[src/hdl/dmdf_pkg.sv]
// Shared constants for the directional mass-damper force core.
`timescale 1ns / 1ps
package dmdf_pkg;
  localparam int COEF_W      = 16;
  localparam int MAXF_W      = 23;
  localparam int DIR_W       = 2;
  localparam int CFG_IDX_W   = 3;
  localparam int FRAC_SHIFT  = 8;
  localparam int DEF_SAMPLE_W = 18;
  localparam int DEF_FORCE_W  = 24;

  localparam logic [CFG_IDX_W-1:0] REG_MASS_X    = 3'd0;
  localparam logic [CFG_IDX_W-1:0] REG_MASS_Y    = 3'd1;
  localparam logic [CFG_IDX_W-1:0] REG_DRAG_X    = 3'd2;
  localparam logic [CFG_IDX_W-1:0] REG_DRAG_Y    = 3'd3;
  localparam logic [CFG_IDX_W-1:0] REG_MAX_FORCE = 3'd4;
  localparam logic [CFG_IDX_W-1:0] REG_PULSE_DIR = 3'd5;
  localparam logic [CFG_IDX_W-1:0] REG_EFFECT_ON = 3'd6;

  localparam logic [DIR_W-1:0] DIR_POS = 2'd1;
  localparam logic [DIR_W-1:0] DIR_NEG = 2'd2;

  localparam logic [MAXF_W-1:0] MAXF_RESET = '1;
endpackage

[src/hdl/dmdf_front.sv]
// Front end: accepts a sample word, forms the four scaled products.
`timescale 1ns / 1ps
module dmdf_front import dmdf_pkg::*; #(
  parameter int SAMPLE_WIDTH = DEF_SAMPLE_W
) (
  input  logic                           clk,
  input  logic                           rst,
  input  logic                           in_valid,
  output logic                           in_stall,
  input  logic signed [SAMPLE_WIDTH-1:0] accel_x,
  input  logic signed [SAMPLE_WIDTH-1:0] accel_y,
  input  logic signed [SAMPLE_WIDTH-1:0] vel_x,
  input  logic signed [SAMPLE_WIDTH-1:0] vel_y,
  input  logic signed [COEF_W-1:0]       mass_x,
  input  logic signed [COEF_W-1:0]       mass_y,
  input  logic signed [COEF_W-1:0]       drag_x,
  input  logic signed [COEF_W-1:0]       drag_y,
  input  logic                           q_full,
  output logic                           q_push,
  output logic [4*(SAMPLE_WIDTH+COEF_W+1-FRAC_SHIFT)-1:0] q_data
);
  localparam int PW = SAMPLE_WIDTH + COEF_W;
  localparam int IW = PW + 1 - FRAC_SHIFT;

  logic                 p_valid;
  logic signed [PW-1:0] pax, pay, pvx, pvy;
  logic                 accept;

  // negate then floor-shift: keep the upper bits of the negated product
  function automatic logic [IW-1:0] neg_scale(input logic signed [PW-1:0] p);
    logic signed [PW:0] n;
    n = -$signed({p[PW-1], p});
    return n[PW:FRAC_SHIFT];
  endfunction

  assign in_stall = p_valid && q_full;
  assign accept   = in_valid && !in_stall;
  assign q_push   = p_valid && !q_full;
  assign q_data   = {neg_scale(pax), neg_scale(pay), neg_scale(pvx), neg_scale(pvy)};

  always_ff @(posedge clk) begin
    if (rst) begin
      p_valid <= 1'b0;
    end else if (accept) begin
      p_valid <= 1'b1;
    end else if (q_push) begin
      p_valid <= 1'b0;
    end
    if (accept) begin
      pax <= accel_x * mass_x;
      pay <= accel_y * mass_y;
      pvx <= vel_x * drag_x;
      pvy <= vel_y * drag_y;
    end
  end
endmodule

[config.mk]
export PLATFORM = sky130hd
export DESIGN_NAME = dmdf_front
export DESIGN_NICKNAME = d
export VERILOG_FILES = /design/src/hdl/dmdf_pkg.sv /design/src/hdl/dmdf_front.sv
export SDC_FILE = /design/constraint.sdc
export NUM_CORES = 2
export LEC_CHECK = 0
export BUFFER_PORTS_ARGS = -buffer_cell sky130_fd_sc_hd__buf_2
export CORE_MARGIN = 3
export CORE_UTILIZATION = 60
export CTS_BUF_LIST = sky130_fd_sc_hd__clkbuf_16
export CTS_CLUSTER_DIAMETER = 100
export DETAILED_ROUTE_END_ITERATION = 10
export PLACE_DENSITY = 0.78
export SYNTH_ARGS = -nofsm -noshare
export SYNTH_HDL_FRONTEND = slang
export SYNTH_SLANG_ARGS = --single-unit
[constraint.sdc]
create_clock -name clk -period 15.87 [get_ports clk]
set_input_delay 3.9675 -clock clk [delete_from_list [all_inputs] [get_ports clk]]
set_output_delay 3.9675 -clock clk [all_outputs]
set_load 0.01 [all_outputs]
==> impl_metrics.csv <==
group,metric,value,unit
setup_path,crit_fanout,18,
global_routing,grtUsageTotal,27.9,%
synthesis,synthCells,5180,
synthesis,avgSynthCellArea,9.46,um^2
timing,relSlewSlack,26.1,%
setup_path,crit_chain,"buf_2, nand2_1, fa_1, fa_1, fa_1, inv_1, fa_1, fa_1, inv_1, fa_1, inv_1, ha_1, nand3_1, nor4bb_1, o21ai_0, a21oi_1, o31ai_1, o311ai_0, xor2_1",
floorplan,ioPinCount,250,
layout,multiInputGateArea,39300,um^2
synthesis,synth_top_area_share,47.4,%
synthesis,syn-num-nets,6824,
layout,syn_to_final_growth,5.26,%
setup_path,crit_type,"input port to flip-flop",
synthesis,syn-cell-area,49000,um^2
timing,slew_viol_final,0,
layout,seqCellArea,4100,um^2
cts,postCtsSetupRepairBufs,0,
setup_path,critPathLaunchType,"input port",
setup_path,end_kind,"flip-flop",
routing,wirelength,112,mm
synthesis,synth_cell_types,71,
floorplan,die_x,292,um
timing,setup_ws,5430,ps
timing,finalCritPeriodShare,65.8,%
timing,whs,663,ps
global_routing,grt_pass1_vias,38500,
cts,cts_resized,0,
timing,skew,11.7,ps
synthesis,async_flop_share,0,%
floorplan,fp.dieH,292,um
routing,drc_errors,0,
routing,avgRoutedWirePerCell,17.6,um
placed_design,io_buffers,249,
layout,num-nets-final,6933,
cts,numCtsBuffers,17,
layout,num-fill-cells,6608,
setup_path,cp_slowest_cell,"nor4bb_1",
synthesis,synth_top_cell_by_area,"fa_1",
synthesis,yosys_warnings,0,
cts,cts_hold_buf,0,
synthesis,synth_area_leaders,"fa_1 (47%), inv_1 (10%), ha_1 (8.8%), edfxtp_1 (8.3%), and2_1 (7.0%)",
routing,via_per_inst,5.47,
placed_design,dpl_worst_slack,5000,ps
timing,worstMarginPinSlew,1090,ps
synthesis,synth_edf_count,136,
placed_design,dp_hpwl,92.5,mm
cts,clk_pin_slew,70,ps
cts,root_buffer,"clkbuf_16",
setup_path,arrival,10630,ps
synthesis,synth-main-ff-cell,"edfxtp_1",
layout,utilization,63.9,%
setup_path,cp_data_required_time,16070,ps
cts,insertion_delay,470,ps
cts,cts_sinks,137,
global_routing,grt-ovfl-total,0,
floorplan,core_region_area,80700,um^2
routing,num_vias,34800,
status,status,"complete, no violations",
synthesis,synth-seq-area-share,8.38,%
layout,drive_gt1_share,6.11,%
routing,drtAntennaViolNets,0,
routing,drt-initial-drc-count,1837,
cts,max-clock-path-buffers,2,
floorplan,placementRows,104,
setup_path,crit_top_cell,"fa_1",
floorplan,dieArea,85100,um^2
global_routing,grt_pass1_wl,189,mm
timing,hold_viol,0,
flow_run,maxCapViolCount,0,
timing,min_period,10440,ps
synthesis,ys_ff_latch,137,
worst_hold_path,hp-class,"flip-flop to flip-flop",
global_routing,grt_max_degree,69,
floorplan,start_util,60.7,%
timing,rsz0062_at_grt,"no",
cts,htreeDepth,4,
routing,dr.pass1.iters,5,
timing,setup_viol_count_final,0,
timing,finalSetupTns,0,ps
setup_path,max_stage_delay,930,ps
cts,cts_tree,"done",
timing,fmax,0.0958,GHz
placed_design,routabilityCongestion,0.902,
global_routing,antenna_found_initial,0,
[registers in the layout, summed over array words and instances, names as in the netlist]
signal   cells
pvx         34
pax         34
pvy         34
pay         34
p_valid      1
[cells in the mapped netlist, types with 5 or more instances]
cell	n
o21ai_0	49
or3_1	15
nand3_1	25
a21boi_0	6
and2_1	548
nand2_1	603
or2_2	9
edfxtp_1	136
xor2_1	60
nor2_1	156
nor4_2	5
o21a_1	24
a211oi_1	8
fa_1	1160
nor2b_1	16
nor3_1	39
nand2b_1	34
clkbuf_1	158
a21o_1	46
and3_1	10
o31ai_1	7
nor4_1	16
a31oi_1	11
xnor2_1	173
inv_1	1317
buf_1	5
ha_1	344
a21oi_1	94
o21bai_1	24
[worst max-delay path: cells and delay by family]
family	cells	cell delay [ps]
compound gates	4	1310
xor+xnor	1	110
fa+ha+maj	7	3440
buf+inv	4	570
simple gates	3	1200
[layout make-up]
class	instances	area share (%)
Inverter	1317	9.59
Multi-Input combinational cell	3563	76.3
Antenna cell	1	0.00485
Sequential cell	137	7.96
Clock inverter	15	0.296
Clock buffer	17	0.825
Tap cell	1060	2.57
Timing Repair Buffer	253	2.47
[placed cells by master, fill, tap and decap left out, types with 17 or more instances in the layout]
master	Yosys	layout
a21o_1	46	46
edfxtp_1	136	136
buf_2	0	249
fa_1	1160	1160
and2_1	548	548
xnor2_1	173	173
a21oi_1	94	94
o21bai_1	24	24
xor2_1	60	60
ha_1	344	344
inv_1	1317	1317
nand3_1	25	25
nor3_1	39	39
clkbuf_16	0	17
nor2_1	156	156
o21ai_0	49	49
nand2_1	603	603
o21a_1	24	24
nand2b_1	34	34
[stage by stage]
step           cell area [um^2]  instances
2_1_floorplan             49000       5180
3_3_place_gp              51000       6330
3_5_place_dp              51000       6330
4_1_cts                   51600       6362
5_1_grt                   51600       6362
6_report                  51600       6363
[final timing paths]
kind / start / to / slack [ps] / cells after the start
max reg2reg: p_valid / pax[33] / 13980 / 3
min: p_valid / p_valid / 660 / 3
min reg2reg: p_valid / p_valid / 660 / 3
max: drag_x[1] / pvx[32] / 5430 / 19
[cells by family (layout without fill, tap and decap cells)]
kind of cell | Yosys count | count (layout) | share of synthesized area [%]
and+or+nand+nor | 1521 | 1521 | 15.9
adders and majority gates | 1504 | 1504 | 56.2
buffers and inverters | 1480 | 1602 | 11.3
AOI/OAI and AO/OA | 303 | 303 | 3.97
xor gates and xnor gates | 233 | 233 | 4.17
DFF | 137 | 137 | 8.38
muxes | 2 | 2 | 0.0409
other | 0 | 1 | 0
[routing by layer]
layer | wire [um] | track usage [%] | vias up
li1 | - | - | 15400
met1 | 42900 | 34.7 | 17800
met2 | 56900 | 48.9 | 1242
met3 | 6920 | 3.77 | 308
met4 | 5390 | 12.5 | 0
met5 | 0 | 0 | -
Power is not shown: default switching activity piles up to over one toggle a cycle in this logic, so the estimate is an artifact.
