`config.mk`:
```
export PLATFORM = sky130hd
export DESIGN_NAME = dmdf_queue
export DESIGN_NICKNAME = d
export VERILOG_FILES = /design/src/hdl/dmdf_pkg.sv /design/src/hdl/dmdf_queue.sv
export SDC_FILE = /design/constraint.sdc
export NUM_CORES = 1
export LEC_CHECK = 0
export BUFFER_PORTS_ARGS = -buffer_cell sky130_fd_sc_hd__buf_4
export CAP_MARGIN = 0
export CORE_AREA = 4 4 41 43
export CTS_BUF_LIST = sky130_fd_sc_hd__clkbuf_4 sky130_fd_sc_hd__clkbuf_8 sky130_fd_sc_hd__clkbuf_16
export DETAILED_ROUTE_END_ITERATION = 8
export DIE_AREA = 0 0 45 47
export PLACE_DENSITY = 0.66
export SKIP_CTS_REPAIR_TIMING = 1
export SYNTH_ARGS = -nofsm -noshare
export SYNTH_HDL_FRONTEND = slang
export SYNTH_SLANG_ARGS = --single-unit
```
`constraint.sdc`:
```
create_clock -name clk -period 1.4 [get_ports clk]
set_input_delay 0.07 -clock clk [delete_from_list [all_inputs] [get_ports clk]]
set_output_delay 0.07 -clock clk [all_outputs]
set_load 0.02 [all_outputs]
```
`src/hdl/dmdf_pkg.sv`:
```
// Shared constants for the directional mass-damper force core.
`timescale 1ns / 1ps
package dmdf_pkg;
  localparam int COEF_W      = 16;
  localparam int MAXF_W      = 23;
  localparam int DIR_W       = 2;
  localparam int CFG_IDX_W   = 3;
  localparam int FRAC_SHIFT  = 8;
  localparam int DEF_SAMPLE_W = 18;
  localparam int DEF_FORCE_W  = 24;

  localparam logic [CFG_IDX_W-1:0] REG_MASS_X    = 3'd0;
  localparam logic [CFG_IDX_W-1:0] REG_MASS_Y    = 3'd1;
  localparam logic [CFG_IDX_W-1:0] REG_DRAG_X    = 3'd2;
  localparam logic [CFG_IDX_W-1:0] REG_DRAG_Y    = 3'd3;
  localparam logic [CFG_IDX_W-1:0] REG_MAX_FORCE = 3'd4;
  localparam logic [CFG_IDX_W-1:0] REG_PULSE_DIR = 3'd5;
  localparam logic [CFG_IDX_W-1:0] REG_EFFECT_ON = 3'd6;

  localparam logic [DIR_W-1:0] DIR_POS = 2'd1;
  localparam logic [DIR_W-1:0] DIR_NEG = 2'd2;

  localparam logic [MAXF_W-1:0] MAXF_RESET = '1;
endpackage

```
`src/hdl/dmdf_queue.sv`:
```
// Two-entry queue between the front end and the limiter.
`timescale 1ns / 1ps
module dmdf_queue import dmdf_pkg::*; #(
  parameter int WIDTH = 4
) (
  input  logic             clk,
  input  logic             rst,
  input  logic             push,
  input  logic [WIDTH-1:0] wr_data,
  input  logic             pop,
  output logic [WIDTH-1:0] rd_data,
  output logic             full,
  output logic             empty
);
  logic [WIDTH-1:0] mem [2];
  logic             wr_ptr, rd_ptr;
  logic [1:0]       count;

  assign full    = count == 2'd2;
  assign empty   = count == 2'd0;
  assign rd_data = mem[rd_ptr];

  always_ff @(posedge clk) begin
    if (rst) begin
      wr_ptr <= 1'b0;
      rd_ptr <= 1'b0;
      count  <= 2'd0;
    end else begin
      if (push) wr_ptr <= !wr_ptr;
      if (pop)  rd_ptr <= !rd_ptr;
      if (push && !pop)      count <= count + 2'd1;
      else if (pop && !push) count <= count - 2'd1;
    end
    if (push) mem[wr_ptr] <= wr_data;
  end
endmodule

```
==> results of run 1 <==
-- cell families after synthesis --
kind of cell	count (synthesis)	synth area share [%]
buffers and inverters	1	0.761
XOR/XNOR	4	7.11
multiplexers	4	9.14
AND/OR/NAND/NOR	9	9.39
adder cells (fa/ha/maj)	1	2.54
AO/OA/AOI/OAI	2	2.03
flip-flops	13	69.0
-- layer usage --
metal | vias up | wire (um) | track usage [%]
li1 | 162 | - | -
met1 | 130 | 307 | 7.18
met2 | 9 | 302 | 9.89
met3 | 0 | 49 | 2.68
met4 | 0 | 0 | 8.77
met5 | - | 0 | 0
-- path summary, 6_finish.rpt --
| check | startpoint | end | slack, ns | depth (start not counted) |
|---|---|---|---|---|
| worst max-delay path | register | rd_data[1] | 0.15 | 2 |
| worst min-delay path | push | wr_ptr$_SDFFE_PP0P_ | 0.07 | 3 |
| worst max register to register | count[0]$_SDFFE_PP0P_ | count[1]$_SDFFE_PP0P_ | 0.38 | 3 |
| worst min register to register | count[1]$_SDFFE_PP0P_ | count[1]$_SDFFE_PP0P_ | 0.50 | 2 |
-- placed cells by master (no fill, tap or decap), drive strengths merged --
cell,count
dlygate4sd3,5
and2,1
inv,1
nor2b,1
xor2,2
and2b,1
clkbuf,4
ha,1
mux2,4
dfxtp,5
xnor2,2
edfxtp,8
a21oi,1
or3,1
nor2,5
o21ai,1
buf,13
-- power groups by stage --
stage / logic [mW] / clock network (mW) / registers, mW
after floorplan: 0.0930 / 0 / 0.464
after global placement: 0.152 / 0 / 0.468
after detailed placement: 0.152 / 0 / 0.468
after CTS: 0.153 / 0.251 / 0.460
after global routing: 0.177 / 0.263 / 0.463
final: 0.162 / 0.234 / 0.459
-- registers in the layout, summed over array words and instances (netlist names), named ones only --
name    count
count       2
rd_ptr      1
wr_ptr      1
mem         8
-- worst min-delay path, delay by kind of cell --
kind                   cells  cell delay (ns)
XOR/XNOR                   1             0.06
buffers and inverters      1             0.10
AND/OR/NAND/NOR            1             0.07
-- cell type report --
cell class              count  share of cell area [%]
clock buffers               4                    4.36
inverters                   1                   0.544
repair buffers             18                    21.4
flip-flops and latches     13                    49.4
well taps                  15                    2.72
multi-input cells          20                    21.6
-- per-stage QoR --
step	hold WS (ns)	utilization, %
2_1_floorplan	0.139	-
3_3_place_gp	0.257	46.8
3_5_place_dp	0.259	46.8
4_1_cts	-0.0313	49.1
5_1_grt	0.0850	53.0
6_report	0.0658	53.0
==> metrics.txt, run 1 <==
# TYPE chip_impl_metric gauge
chip_impl_metric{name="ys_ff_latch",unit=""} 13
chip_impl_metric{name="clkSinkCount",unit=""} 13
chip_impl_metric{name="cp.buffers_inverters",unit=""} 1
chip_impl_metric{name="clkLatencyLatePin",unit="ns"} 0.27
chip_impl_info{name="synth_top_area_cell",value="sky130_fd_sc_hd__edfxtp_1"} 1
chip_impl_metric{name="antenna_cells_inserted",unit=""} 0
chip_impl_metric{name="setup_ws",unit="ns"} 0.148
chip_impl_metric{name="routed_wirelength",unit="um"} 659
chip_impl_info{name="min-delay-path-class",value="input pin to register"} 1
chip_impl_info{name="yosys.cell_count.top_type",value="sky130_fd_sc_hd__edfxtp_1"} 1
chip_impl_metric{name="dp_slack",unit="ns"} 0.322
chip_impl_metric{name="setup-tns-final",unit="ns"} 0
chip_impl_metric{name="io_buffer_count",unit=""} 13
chip_impl_metric{name="required",unit="ns"} 1.33
chip_impl_metric{name="fin_clk_skew",unit="ns"} 0.00444
chip_impl_metric{name="timing.max_slew.rel_slack",unit="%"} 78.0
chip_impl_metric{name="finalSetupViolations",unit=""} 0
chip_impl_info{name="worstPathCellList",value="mux2_2 > buf_4"} 1
chip_impl_metric{name="cap_violations",unit=""} 0
chip_impl_metric{name="post_synthesis_net_count",unit=""} 43
chip_impl_metric{name="slowest_delay",unit="ns"} 0.41
chip_impl_metric{name="via_count",unit=""} 301
chip_impl_metric{name="placementRows",unit=""} 13
chip_impl_metric{name="clkPwrFrac",unit="%"} 27.4
chip_impl_info{name="ys_dominant_reg_cell",value="sky130_fd_sc_hd__edfxtp_1"} 1
chip_impl_metric{name="grt.overflow.total",unit=""} 0
chip_impl_metric{name="share_of_total_power_in_sequential_cells",unit="%"} 53.7
chip_impl_metric{name="synth-edff-count",unit=""} 8
chip_impl_info{name="cp-end-kind",value="output port"} 1
chip_impl_info{name="run_status",value="finished clean"} 1
chip_impl_metric{name="die_w",unit="um"} 45
chip_impl_metric{name="clk_pin_slew_worst_paths",unit="ns"} 0.07
chip_impl_metric{name="syn_to_final_growth",unit="%"} 39.8
chip_impl_metric{name="grt_first_pass_wirelength",unit="um"} 945
chip_impl_metric{name="drv_slew",unit=""} 0
chip_impl_info{name="cts_tree",value="done"} 1
chip_impl_metric{name="critical_path_arrival",unit="ns"} 1.18
chip_impl_metric{name="powerDensity",unit="mW/mm^2"} 1240
chip_impl_metric{name="yosysWarnings",unit=""} 0
chip_impl_metric{name="drt_drc_violations_left",unit=""} 0
chip_impl_metric{name="final-instance-count-excl-fill",unit=""} 71
chip_impl_metric{name="floorplan.io_pins",unit=""} 14
chip_impl_metric{name="cts-buffers-inserted",unit=""} 3
chip_impl_metric{name="drt-vias-per-instance",unit=""} 4.24
chip_impl_metric{name="max_freq",unit="MHz"} 799
chip_impl_metric{name="post_placement_cell_area",unit="sq um"} 609
chip_impl_metric{name="fin_crit_sh",unit="%"} 89.4
chip_impl_metric{name="synth_seq_area_share",unit="%"} 69.0
chip_impl_metric{name="grt_start_max_net_pins",unit=""} 8
chip_impl_metric{name="detail_route.first_pass.iterations",unit=""} 2
chip_impl_metric{name="cellLeakagePower",unit="nW"} 0.286
chip_impl_metric{name="avg_synthesized_cell_area",unit="sq um"} 14.5
chip_impl_metric{name="min_cycle_time_layout",unit="ns"} 1.25
chip_impl_metric{name="fp.coreArea",unit="sq mm"} 0.00130
chip_impl_metric{name="syn-cell-area",unit="sq um"} 493
chip_impl_metric{name="syn-instance-count",unit=""} 34
chip_impl_metric{name="timing_hold_violations_final",unit=""} 0
chip_impl_metric{name="grt_pass1_vias",unit=""} 274
chip_impl_metric{name="timing.critical_path.fanout_max",unit=""} 4
chip_impl_metric{name="worst_ir_drop_on_vdd",unit="uV"} 621
chip_impl_metric{name="gr-usage-all-layers",unit="%"} 6.99
chip_impl_info{name="cts_root_buf",value="sky130_fd_sc_hd__clkbuf_4"} 1
chip_impl_metric{name="detail-route-antenna-nets",unit=""} 0
chip_impl_metric{name="final_design_instance_area_without_fill",unit="sq um"} 689
chip_impl_metric{name="h-tree-depth",unit=""} 1
chip_impl_metric{name="area.sequential",unit="sq um"} 340
chip_impl_metric{name="synth_top_cell_area_share",unit="%"} 48.7
chip_impl_info{name="critical_path.slowest_cell",value="sky130_fd_sc_hd__dfxtp_1"} 1
chip_impl_metric{name="yosysUniqueCellTypes",unit=""} 14
chip_impl_metric{name="largest_buffer_count_on_any_clock_path",unit=""} 2
chip_impl_info{name="synthTopCellsByArea",value="sky130_fd_sc_hd__edfxtp_1 49%, sky130_fd_sc_hd__dfxtp_1 20%, sky130_fd_sc_hd__mux2_2 9.1%"} 1
chip_impl_metric{name="power.combinational.fraction",unit="%"} 18.9
chip_impl_metric{name="internal_power",unit="mW"} 0.658
chip_impl_metric{name="number_of_nets_in_the_finished_design",unit=""} 66
chip_impl_info{name="worst_setup_path_start_kind",value="register"} 1
chip_impl_info{name="grt_setup_unrepaired",value="no"} 1
chip_impl_metric{name="total_switching_power",unit="mW"} 0.197
chip_impl_metric{name="dpl.cell_count",unit=""} 62
chip_impl_metric{name="synth_async_sr_flop_share",unit="%"} 0
chip_impl_metric{name="fp.dieArea",unit="sq mm"} 0.00212
chip_impl_metric{name="sw_frac_of_total",unit="%"} 23.0
chip_impl_metric{name="wl_per_cell",unit="um"} 9.28
chip_impl_metric{name="initial_utilization",unit="%"} 37.9
chip_impl_metric{name="initial_antenna_violation_count",unit=""} 0
chip_impl_info{name="critical_path.top_delay_family",value="flip-flops"} 1
chip_impl_metric{name="number_of_filler_instances_in_the_final_layout",unit=""} 120
chip_impl_info{name="timing_worst_setup_path_type",value="register to output port"} 1
chip_impl_metric{name="multiInputGateArea",unit="sq um"} 149
chip_impl_metric{name="fraction_of_final_layout_cells_sized_beyond_drive_strength_1",unit="%"} 39.3
chip_impl_metric{name="drtIter0Drc",unit=""} 1
chip_impl_info{name="synth_top_cells_by_count",value="8 x sky130_fd_sc_hd__edfxtp_1, 5 x sky130_fd_sc_hd__dfxtp_1, 5 x sky130_fd_sc_hd__nor2_1"} 1
chip_impl_metric{name="globalplace.congestion",unit=""} 0.574
chip_impl_metric{name="totalPowerFinal",unit="mW"} 0.855
chip_impl_metric{name="worst_slew_pin_slew",unit="ns"} 0.329
chip_impl_metric{name="hpwl_after_dpl",unit="um"} 486
chip_impl_metric{name="fp.dieH",unit="um"} 47
(Power assumes the default switching activity.)
==> run 2, diff against run 1 <==
- CELL_PAD_IN_SITES_DETAIL_PLACEMENT: not set -> 1
- CELL_PAD_IN_SITES_GLOBAL_PLACEMENT: not set -> 2
- CORE_AREA: 4 4 41 43 -> not set
- CORE_MARGIN: not set -> 4
- CORE_UTILIZATION: not set -> 33
- CTS_CLUSTER_DIAMETER: not set -> 100
- DIE_AREA: 0 0 45 47 -> not set
- PLACE_DENSITY: 0.66 -> 0.82
- SKIP_LAST_GASP: not set -> 1
==> metrics.txt, run 2 (synthesis gave the netlist of run 1 again) <==
# TYPE chip_impl_metric gauge
chip_impl_metric{name="clkPwrFrac",unit="%"} 27.3
chip_impl_metric{name="finalSetupViolations",unit=""} 0
chip_impl_metric{name="placementRows",unit=""} 13
chip_impl_metric{name="die_w",unit="um"} 46.7
chip_impl_metric{name="grt_first_pass_wirelength",unit="um"} 1600
chip_impl_metric{name="hpwl_after_dpl",unit="um"} 818
chip_impl_metric{name="cts-buffers-inserted",unit=""} 3
chip_impl_metric{name="min_cycle_time_layout",unit="ns"} 1.27
chip_impl_info{name="reg_top3",value="mem (8), count (2)"} 1
chip_impl_info{name="cts_root_buf",value="sky130_fd_sc_hd__clkbuf_4"} 1
chip_impl_metric{name="initial_utilization",unit="%"} 36.5
chip_impl_info{name="timing_worst_setup_path_type",value="register to output port"} 1
chip_impl_metric{name="syn_to_final_growth",unit="%"} 39.8
chip_impl_metric{name="hold_ws",unit="ns"} 0.0715
chip_impl_metric{name="initial_antenna_violation_count",unit=""} 0
chip_impl_metric{name="number_of_nets_in_the_finished_design",unit=""} 66
chip_impl_metric{name="cellLeakagePower",unit="nW"} 0.286
chip_impl_metric{name="fp.coreArea",unit="sq mm"} 0.00135
chip_impl_metric{name="setup-tns-final",unit="ns"} 0
chip_impl_metric{name="largest_register_ffs",unit=""} 8
chip_impl_metric{name="required",unit="ns"} 1.33
chip_impl_metric{name="fp.dieH",unit="um"} 46.7
chip_impl_metric{name="drtIter0Drc",unit=""} 3
chip_impl_info{name="cts_tree",value="done"} 1
chip_impl_metric{name="globalplace.congestion",unit=""} 0.627
chip_impl_metric{name="share_of_total_power_in_sequential_cells",unit="%"} 53.0
chip_impl_info{name="worst_setup_path_start_kind",value="register"} 1
chip_impl_info{name="layout_commonest_cell",value="sky130_fd_sc_hd__buf_4"} 1
chip_impl_metric{name="via_count",unit=""} 327
chip_impl_metric{name="internal_power",unit="mW"} 0.658
chip_impl_metric{name="largest_buffer_count_on_any_clock_path",unit=""} 2
chip_impl_metric{name="cap_violations",unit=""} 0
chip_impl_metric{name="worst_ir_drop_on_vdd",unit="uV"} 697
chip_impl_metric{name="timing.max_slew.rel_slack",unit="%"} 73.7
chip_impl_metric{name="power.combinational.fraction",unit="%"} 19.7
chip_impl_metric{name="timing_hold_violations_final",unit=""} 0
chip_impl_info{name="cp-end-kind",value="output port"} 1
chip_impl_metric{name="critical_path_arrival",unit="ns"} 1.20
chip_impl_metric{name="fin_clk_skew",unit="ns"} 0.00319
chip_impl_metric{name="fraction_of_final_layout_cells_sized_beyond_drive_strength_1",unit="%"} 39.3
chip_impl_info{name="min-delay-path-class",value="input pin to register"} 1
chip_impl_metric{name="antenna_cells_inserted",unit=""} 0
chip_impl_metric{name="sw_frac_of_total",unit="%"} 24.8
chip_impl_metric{name="max_freq",unit="MHz"} 790
chip_impl_metric{name="clk_pin_slew_worst_paths",unit="ns"} 0.07
chip_impl_metric{name="detail-route-antenna-nets",unit=""} 0
chip_impl_metric{name="fp.dieArea",unit="sq mm"} 0.00218
chip_impl_metric{name="fin_crit_sh",unit="%"} 90.4
chip_impl_metric{name="timing.critical_path.fanout_max",unit=""} 4
chip_impl_info{name="grt_setup_unrepaired",value="no"} 1
chip_impl_metric{name="worst_slew_pin_slew",unit="ns"} 0.393
chip_impl_metric{name="drt_drc_violations_left",unit=""} 0
chip_impl_metric{name="drv_slew",unit=""} 0
chip_impl_metric{name="wl_per_cell",unit="um"} 14.9
chip_impl_info{name="run_status",value="finished clean"} 1
chip_impl_metric{name="clkSinkCount",unit=""} 13
chip_impl_metric{name="drt-vias-per-instance",unit=""} 4.61
chip_impl_metric{name="grt_start_max_net_pins",unit=""} 8
chip_impl_metric{name="io_buffer_count",unit=""} 13
chip_impl_metric{name="powerDensity",unit="mW/mm^2"} 1270
chip_impl_metric{name="total_switching_power",unit="mW"} 0.217
chip_impl_metric{name="detail_route.first_pass.iterations",unit=""} 2
chip_impl_metric{name="grt_pass1_vias",unit=""} 357
chip_impl_info{name="max_flop_register",value="mem"} 1
chip_impl_metric{name="h-tree-depth",unit=""} 1
chip_impl_metric{name="routed_wirelength",unit="um"} 1060
chip_impl_metric{name="clkLatencyLatePin",unit="ns"} 0.27
chip_impl_metric{name="gr-usage-all-layers",unit="%"} 11.8
chip_impl_metric{name="floorplan.io_pins",unit=""} 14
chip_impl_metric{name="grt.overflow.total",unit=""} 0
chip_impl_info{name="layout_common_cells",value="13 x sky130_fd_sc_hd__buf_4, 8 x sky130_fd_sc_hd__edfxtp_1, 5 x sky130_fd_sc_hd__nor2_1, 5 x sky130_fd_sc_hd__dfxtp_1, 5 x sky130_fd_sc_hd__dlygate4sd3_1"} 1
run 2: cell counts in the layout (fill, tap and decap cells not counted):
Identical to the previous run, type by type.
run 2: critical path: stages (launching register included):
cell	delay, ns
sky130_fd_sc_hd__dfxtp_1	0.41
sky130_fd_sc_hd__mux2_2	0.36
sky130_fd_sc_hd__buf_4	0.16
run 2: per-layer routing:
| layer | wire length, um | vias up | global-route usage [%] |
|---|---|---|---|
| met2 | 614 | 9 | 20.6 |
| met3 | 68 | 2 | 5.86 |
| met5 | 0 | - | 0 |
| met4 | 11 | 0 | 6.63 |
| met1 | 363 | 155 | 11.0 |
| li1 | - | 161 | - |
run 2: cell type report:
type | count | area, sq um
Inverter | 1 | 3.75
Sequential cell | 13 | 340
Tap cell | 15 | 18.8
Timing Repair Buffer | 18 | 148
Fill cell | 136 | 661
Clock buffer | 4 | 30.0
Multi-Input combinational cell | 20 | 149
run 2: path summary, 6_finish.rpt:
kind	startpoint	endpoint	slack [ns]	cells past startpoint
min reg2reg	rd_ptr$_SDFFE_PP0P_	register	0.54	2
max reg2reg	count[0]$_SDFFE_PP0P_	count[1]$_SDFFE_PP0P_	0.27	3
min	pop	register	0.07	3
max	register	rd_data[1]	0.13	2
run 2: power groups by stage:
stage                     clock [mW]  combinational (mW)  sequential (mW)
final                          0.239               0.172            0.464
after global routing           0.266               0.187            0.468
after detailed placement           0               0.162            0.473
after global placement             0               0.152            0.467
after CTS                      0.246               0.162            0.464
after floorplan                    0              0.0930            0.464
run 2: stage by stage:
step | total power, mW | setup WS (ns) | util (%) | cells | area, sq um
6_report | 0.875 | 0.134 | 51.1 | 71 | 689
5_1_grt | 0.921 | 0.0817 | 51.1 | 71 | 689
4_1_cts | 0.873 | 0.127 | 47.4 | 66 | 639
3_5_place_dp | 0.634 | 0.257 | 45.1 | 62 | 609
3_3_place_gp | 0.619 | 0.352 | 45.1 | 62 | 609
2_1_floorplan | 0.557 | 0.435 | - | 34 | 493
==> run 3, diff against run 2 <==
- ABC_AREA: not set -> 1
- CORE_UTILIZATION: 33 -> 32
- PLACE_DENSITY: 0.82 -> 0.83
==> metrics.txt, run 3 <==
# TYPE chip_impl_metric gauge
chip_impl_info{name="reg_top3",value="mem (8), count (2)"} 1
chip_impl_metric{name="post_synthesis_net_count",unit=""} 54
chip_impl_metric{name="grt.overflow.total",unit=""} 0
chip_impl_info{name="min-delay-path-class",value="input pin to register"} 1
chip_impl_metric{name="gr-usage-all-layers",unit="%"} 11.8
chip_impl_metric{name="clk_pin_slew_worst_paths",unit="ns"} 0.08
chip_impl_metric{name="area.sequential",unit="sq um"} 340
chip_impl_info{name="run_status",value="finished clean"} 1
chip_impl_metric{name="cp.buffers_inverters",unit=""} 1
chip_impl_metric{name="drtIter0Drc",unit=""} 4
chip_impl_metric{name="timing_hold_violations_final",unit=""} 0
chip_impl_metric{name="cts-buffers-inserted",unit=""} 3
chip_impl_metric{name="powerDensity",unit="mW/mm^2"} 1210
chip_impl_info{name="layout_commonest_cell",value="sky130_fd_sc_hd__buf_4"} 1
chip_impl_metric{name="clkLatencyLatePin",unit="ns"} 0.28
chip_impl_metric{name="globalplace.congestion",unit=""} 0.599
chip_impl_metric{name="drv_slew",unit=""} 0
chip_impl_metric{name="wl_per_cell",unit="um"} 13.2
chip_impl_metric{name="synth-edff-count",unit=""} 8
chip_impl_metric{name="fin_crit_sh",unit="%"} 92.1
chip_impl_metric{name="worst_slew_pin_slew",unit="ns"} 0.373
chip_impl_info{name="ys_dominant_reg_cell",value="sky130_fd_sc_hd__edfxtp_1"} 1
chip_impl_metric{name="clkSinkCount",unit=""} 13
chip_impl_metric{name="h-tree-depth",unit=""} 1
chip_impl_metric{name="grt_start_max_net_pins",unit=""} 8
chip_impl_metric{name="largest_buffer_count_on_any_clock_path",unit=""} 2
chip_impl_info{name="synthTopCellsByArea",value="sky130_fd_sc_hd__edfxtp_1 47%, sky130_fd_sc_hd__dfxtp_1 19%, sky130_fd_sc_hd__mux2_2 8.8%"} 1
chip_impl_info{name="synth_top_area_cell",value="sky130_fd_sc_hd__edfxtp_1"} 1
chip_impl_info{name="cts_root_buf",value="sky130_fd_sc_hd__clkbuf_4"} 1
chip_impl_metric{name="initial_antenna_violation_count",unit=""} 0
chip_impl_metric{name="yosysUniqueCellTypes",unit=""} 15
chip_impl_metric{name="post_placement_cell_area",unit="sq um"} 632
chip_impl_metric{name="grt_pass1_vias",unit=""} 404
chip_impl_metric{name="floorplan.io_pins",unit=""} 14
chip_impl_metric{name="fp.dieArea",unit="sq mm"} 0.00231
chip_impl_metric{name="grt_first_pass_wirelength",unit="um"} 1770
chip_impl_info{name="layout_common_cells",value="13 x sky130_fd_sc_hd__buf_4, 8 x sky130_fd_sc_hd__inv_1, 8 x sky130_fd_sc_hd__edfxtp_1"} 1
chip_impl_info{name="critical_path.slowest_cell",value="sky130_fd_sc_hd__dfxtp_1"} 1
chip_impl_metric{name="fp.dieH",unit="um"} 48.1
chip_impl_metric{name="placementRows",unit=""} 14
chip_impl_info{name="cts_tree",value="done"} 1
chip_impl_info{name="max_flop_register",value="mem"} 1
chip_impl_metric{name="via_count",unit=""} 384
chip_impl_metric{name="min_cycle_time_layout",unit="ns"} 1.29
chip_impl_metric{name="number_of_filler_instances_in_the_final_layout",unit=""} 173
chip_impl_metric{name="hold_ws",unit="ns"} 0.0592
chip_impl_metric{name="synth_async_sr_flop_share",unit="%"} 0
chip_impl_metric{name="avg_synthesized_cell_area",unit="sq um"} 11.4
chip_impl_metric{name="fp.coreArea",unit="sq mm"} 0.00151
chip_impl_metric{name="syn_to_final_growth",unit="%"} 38.4
chip_impl_metric{name="routed_wirelength",unit="um"} 1100
chip_impl_info{name="critical_path.top_delay_family",value="flip-flops"} 1
chip_impl_metric{name="max_freq",unit="MHz"} 775
chip_impl_metric{name="number_of_nets_in_the_finished_design",unit=""} 77
chip_impl_metric{name="cellLeakagePower",unit="nW"} 0.321
chip_impl_metric{name="hpwl_after_dpl",unit="um"} 829
chip_impl_metric{name="setup-tns-final",unit="ns"} 0
chip_impl_info{name="synth_top_cells_by_count",value="8 x sky130_fd_sc_hd__edfxtp_1, 8 x sky130_fd_sc_hd__inv_1, 7 x sky130_fd_sc_hd__nor2_1"} 1
chip_impl_info{name="cp-end-kind",value="output port"} 1
chip_impl_metric{name="slowest_delay",unit="ns"} 0.42
chip_impl_info{name="timing_worst_setup_path_type",value="register to output port"} 1
chip_impl_info{name="worst_setup_path_start_kind",value="register"} 1
chip_impl_metric{name="synth_top_cell_area_share",unit="%"} 46.7
chip_impl_metric{name="cap_violations",unit=""} 0
chip_impl_metric{name="critical_path_arrival",unit="ns"} 1.22
chip_impl_info{name="grt_setup_unrepaired",value="no"} 1
chip_impl_metric{name="antenna_cells_inserted",unit=""} 0
chip_impl_metric{name="dp_slack",unit="ns"} 0.408
chip_impl_metric{name="fin_clk_skew",unit="ns"} 0.00270
chip_impl_metric{name="ys_ff_latch",unit=""} 13
chip_impl_metric{name="final_design_instance_area_without_fill",unit="sq um"} 712
chip_impl_metric{name="detail_route.first_pass.iterations",unit=""} 2
chip_impl_metric{name="multiInputGateArea",unit="sq um"} 140
chip_impl_metric{name="die_w",unit="um"} 48.1
chip_impl_metric{name="syn-instance-count",unit=""} 45
chip_impl_metric{name="initial_utilization",unit="%"} 34.1
chip_impl_info{name="worstPathCellList",value="mux2_2 > buf_4"} 1
chip_impl_metric{name="finalSetupViolations",unit=""} 0
chip_impl_metric{name="timing.critical_path.fanout_max",unit=""} 4
chip_impl_metric{name="timing.max_slew.rel_slack",unit="%"} 75.0
chip_impl_metric{name="yosysWarnings",unit=""} 0
chip_impl_metric{name="required",unit="ns"} 1.33
chip_impl_metric{name="drt-vias-per-instance",unit=""} 4.63
chip_impl_metric{name="worst_ir_drop_on_vdd",unit="uV"} 636
chip_impl_metric{name="syn-cell-area",unit="sq um"} 514
chip_impl_metric{name="largest_register_ffs",unit=""} 8
chip_impl_metric{name="detail-route-antenna-nets",unit=""} 0
chip_impl_metric{name="io_buffer_count",unit=""} 13
chip_impl_metric{name="synth_seq_area_share",unit="%"} 66.2
chip_impl_metric{name="fraction_of_final_layout_cells_sized_beyond_drive_strength_1",unit="%"} 34.3
chip_impl_metric{name="setup_ws",unit="ns"} 0.110
chip_impl_metric{name="drt_drc_violations_left",unit=""} 0
run 3: path summary, 6_finish.rpt:
| kind | from | endpoint | slack, ns | depth (start not counted) |
|---|---|---|---|---|
| setup / recovery | register | rd_data[1] | 0.11 | 2 |
| hold / removal | pop | rd_ptr$_SDFFE_PP0P_ | 0.06 | 3 |
| setup reg to reg | wr_ptr$_SDFFE_PP0P_ | mem[0][2]$_DFFE_PP_ | 0.40 | 1 |
| hold reg to reg | rd_ptr$_SDFFE_PP0P_ | rd_ptr$_SDFFE_PP0P_ | 0.52 | 2 |
run 3: kinds of logic (layout without fill, tap and decap cells):
logic type                 after synthesis  after routing  synth area share, %
adders and majority gates                1              1                 2.43
AOI/OAI and AO/OA                        2              2                 1.94
xor gates and xnor gates                 1              1                 1.70
and+or+nand+nor                         15             15                 12.4
DFF                                     13             13                 66.2
buffers and inverters                    9             31                 6.57
muxes                                    4              4                 8.76
run 3: tightest hold or removal path, cell delays in order:
cell and delay [ns]:
sky130_fd_sc_hd__buf_4 0.09, sky130_fd_sc_hd__xnor2_1 0.07, sky130_fd_sc_hd__nor2_1 0.08
run 3: power by group:
group | internal [mW] | switching (mW) | leakage [nW] | total (mW)
clock network | 0.130 | 0.122 | 0.0184 | 0.252
logic | 0.0779 | 0.0800 | 0.186 | 0.158
registers | 0.435 | 0.0173 | 0.117 | 0.452
total | 0.643 | 0.219 | 0.321 | 0.862
run 3: per-layer routing:
metal | part of all wire, % | track usage [%] | up-vias
met5 | 0 | 0 | -
met4 | 1.3 | 4.84 | 0
met3 | 4.9 | 4.51 | 3
met2 | 54 | 20.1 | 9
met1 | 40 | 13.2 | 182
li1 | - | - | 190
run 3: layout make-up:
| type | instances | share of cell area, % |
|---|---|---|
| sequential | 13 | 47.8 |
| timing repair buffer | 18 | 20.7 |
| clock buffer | 4 | 4.22 |
| inverter | 9 | 4.75 |
| tap | 16 | 2.81 |
| multi-input combinational | 23 | 19.7 |
run 3: stage by stage:
| stage | utilization, % | power (mW) | instances |
|---|---|---|---|
| floorplan | - | 0.543 | 45 |
| global placement | 41.9 | 0.604 | 74 |
| detailed placement | 41.9 | 0.611 | 74 |
| CTS | 43.9 | 0.864 | 78 |
| global route | 47.3 | 0.920 | 83 |
| finish | 47.3 | 0.862 | 83 |
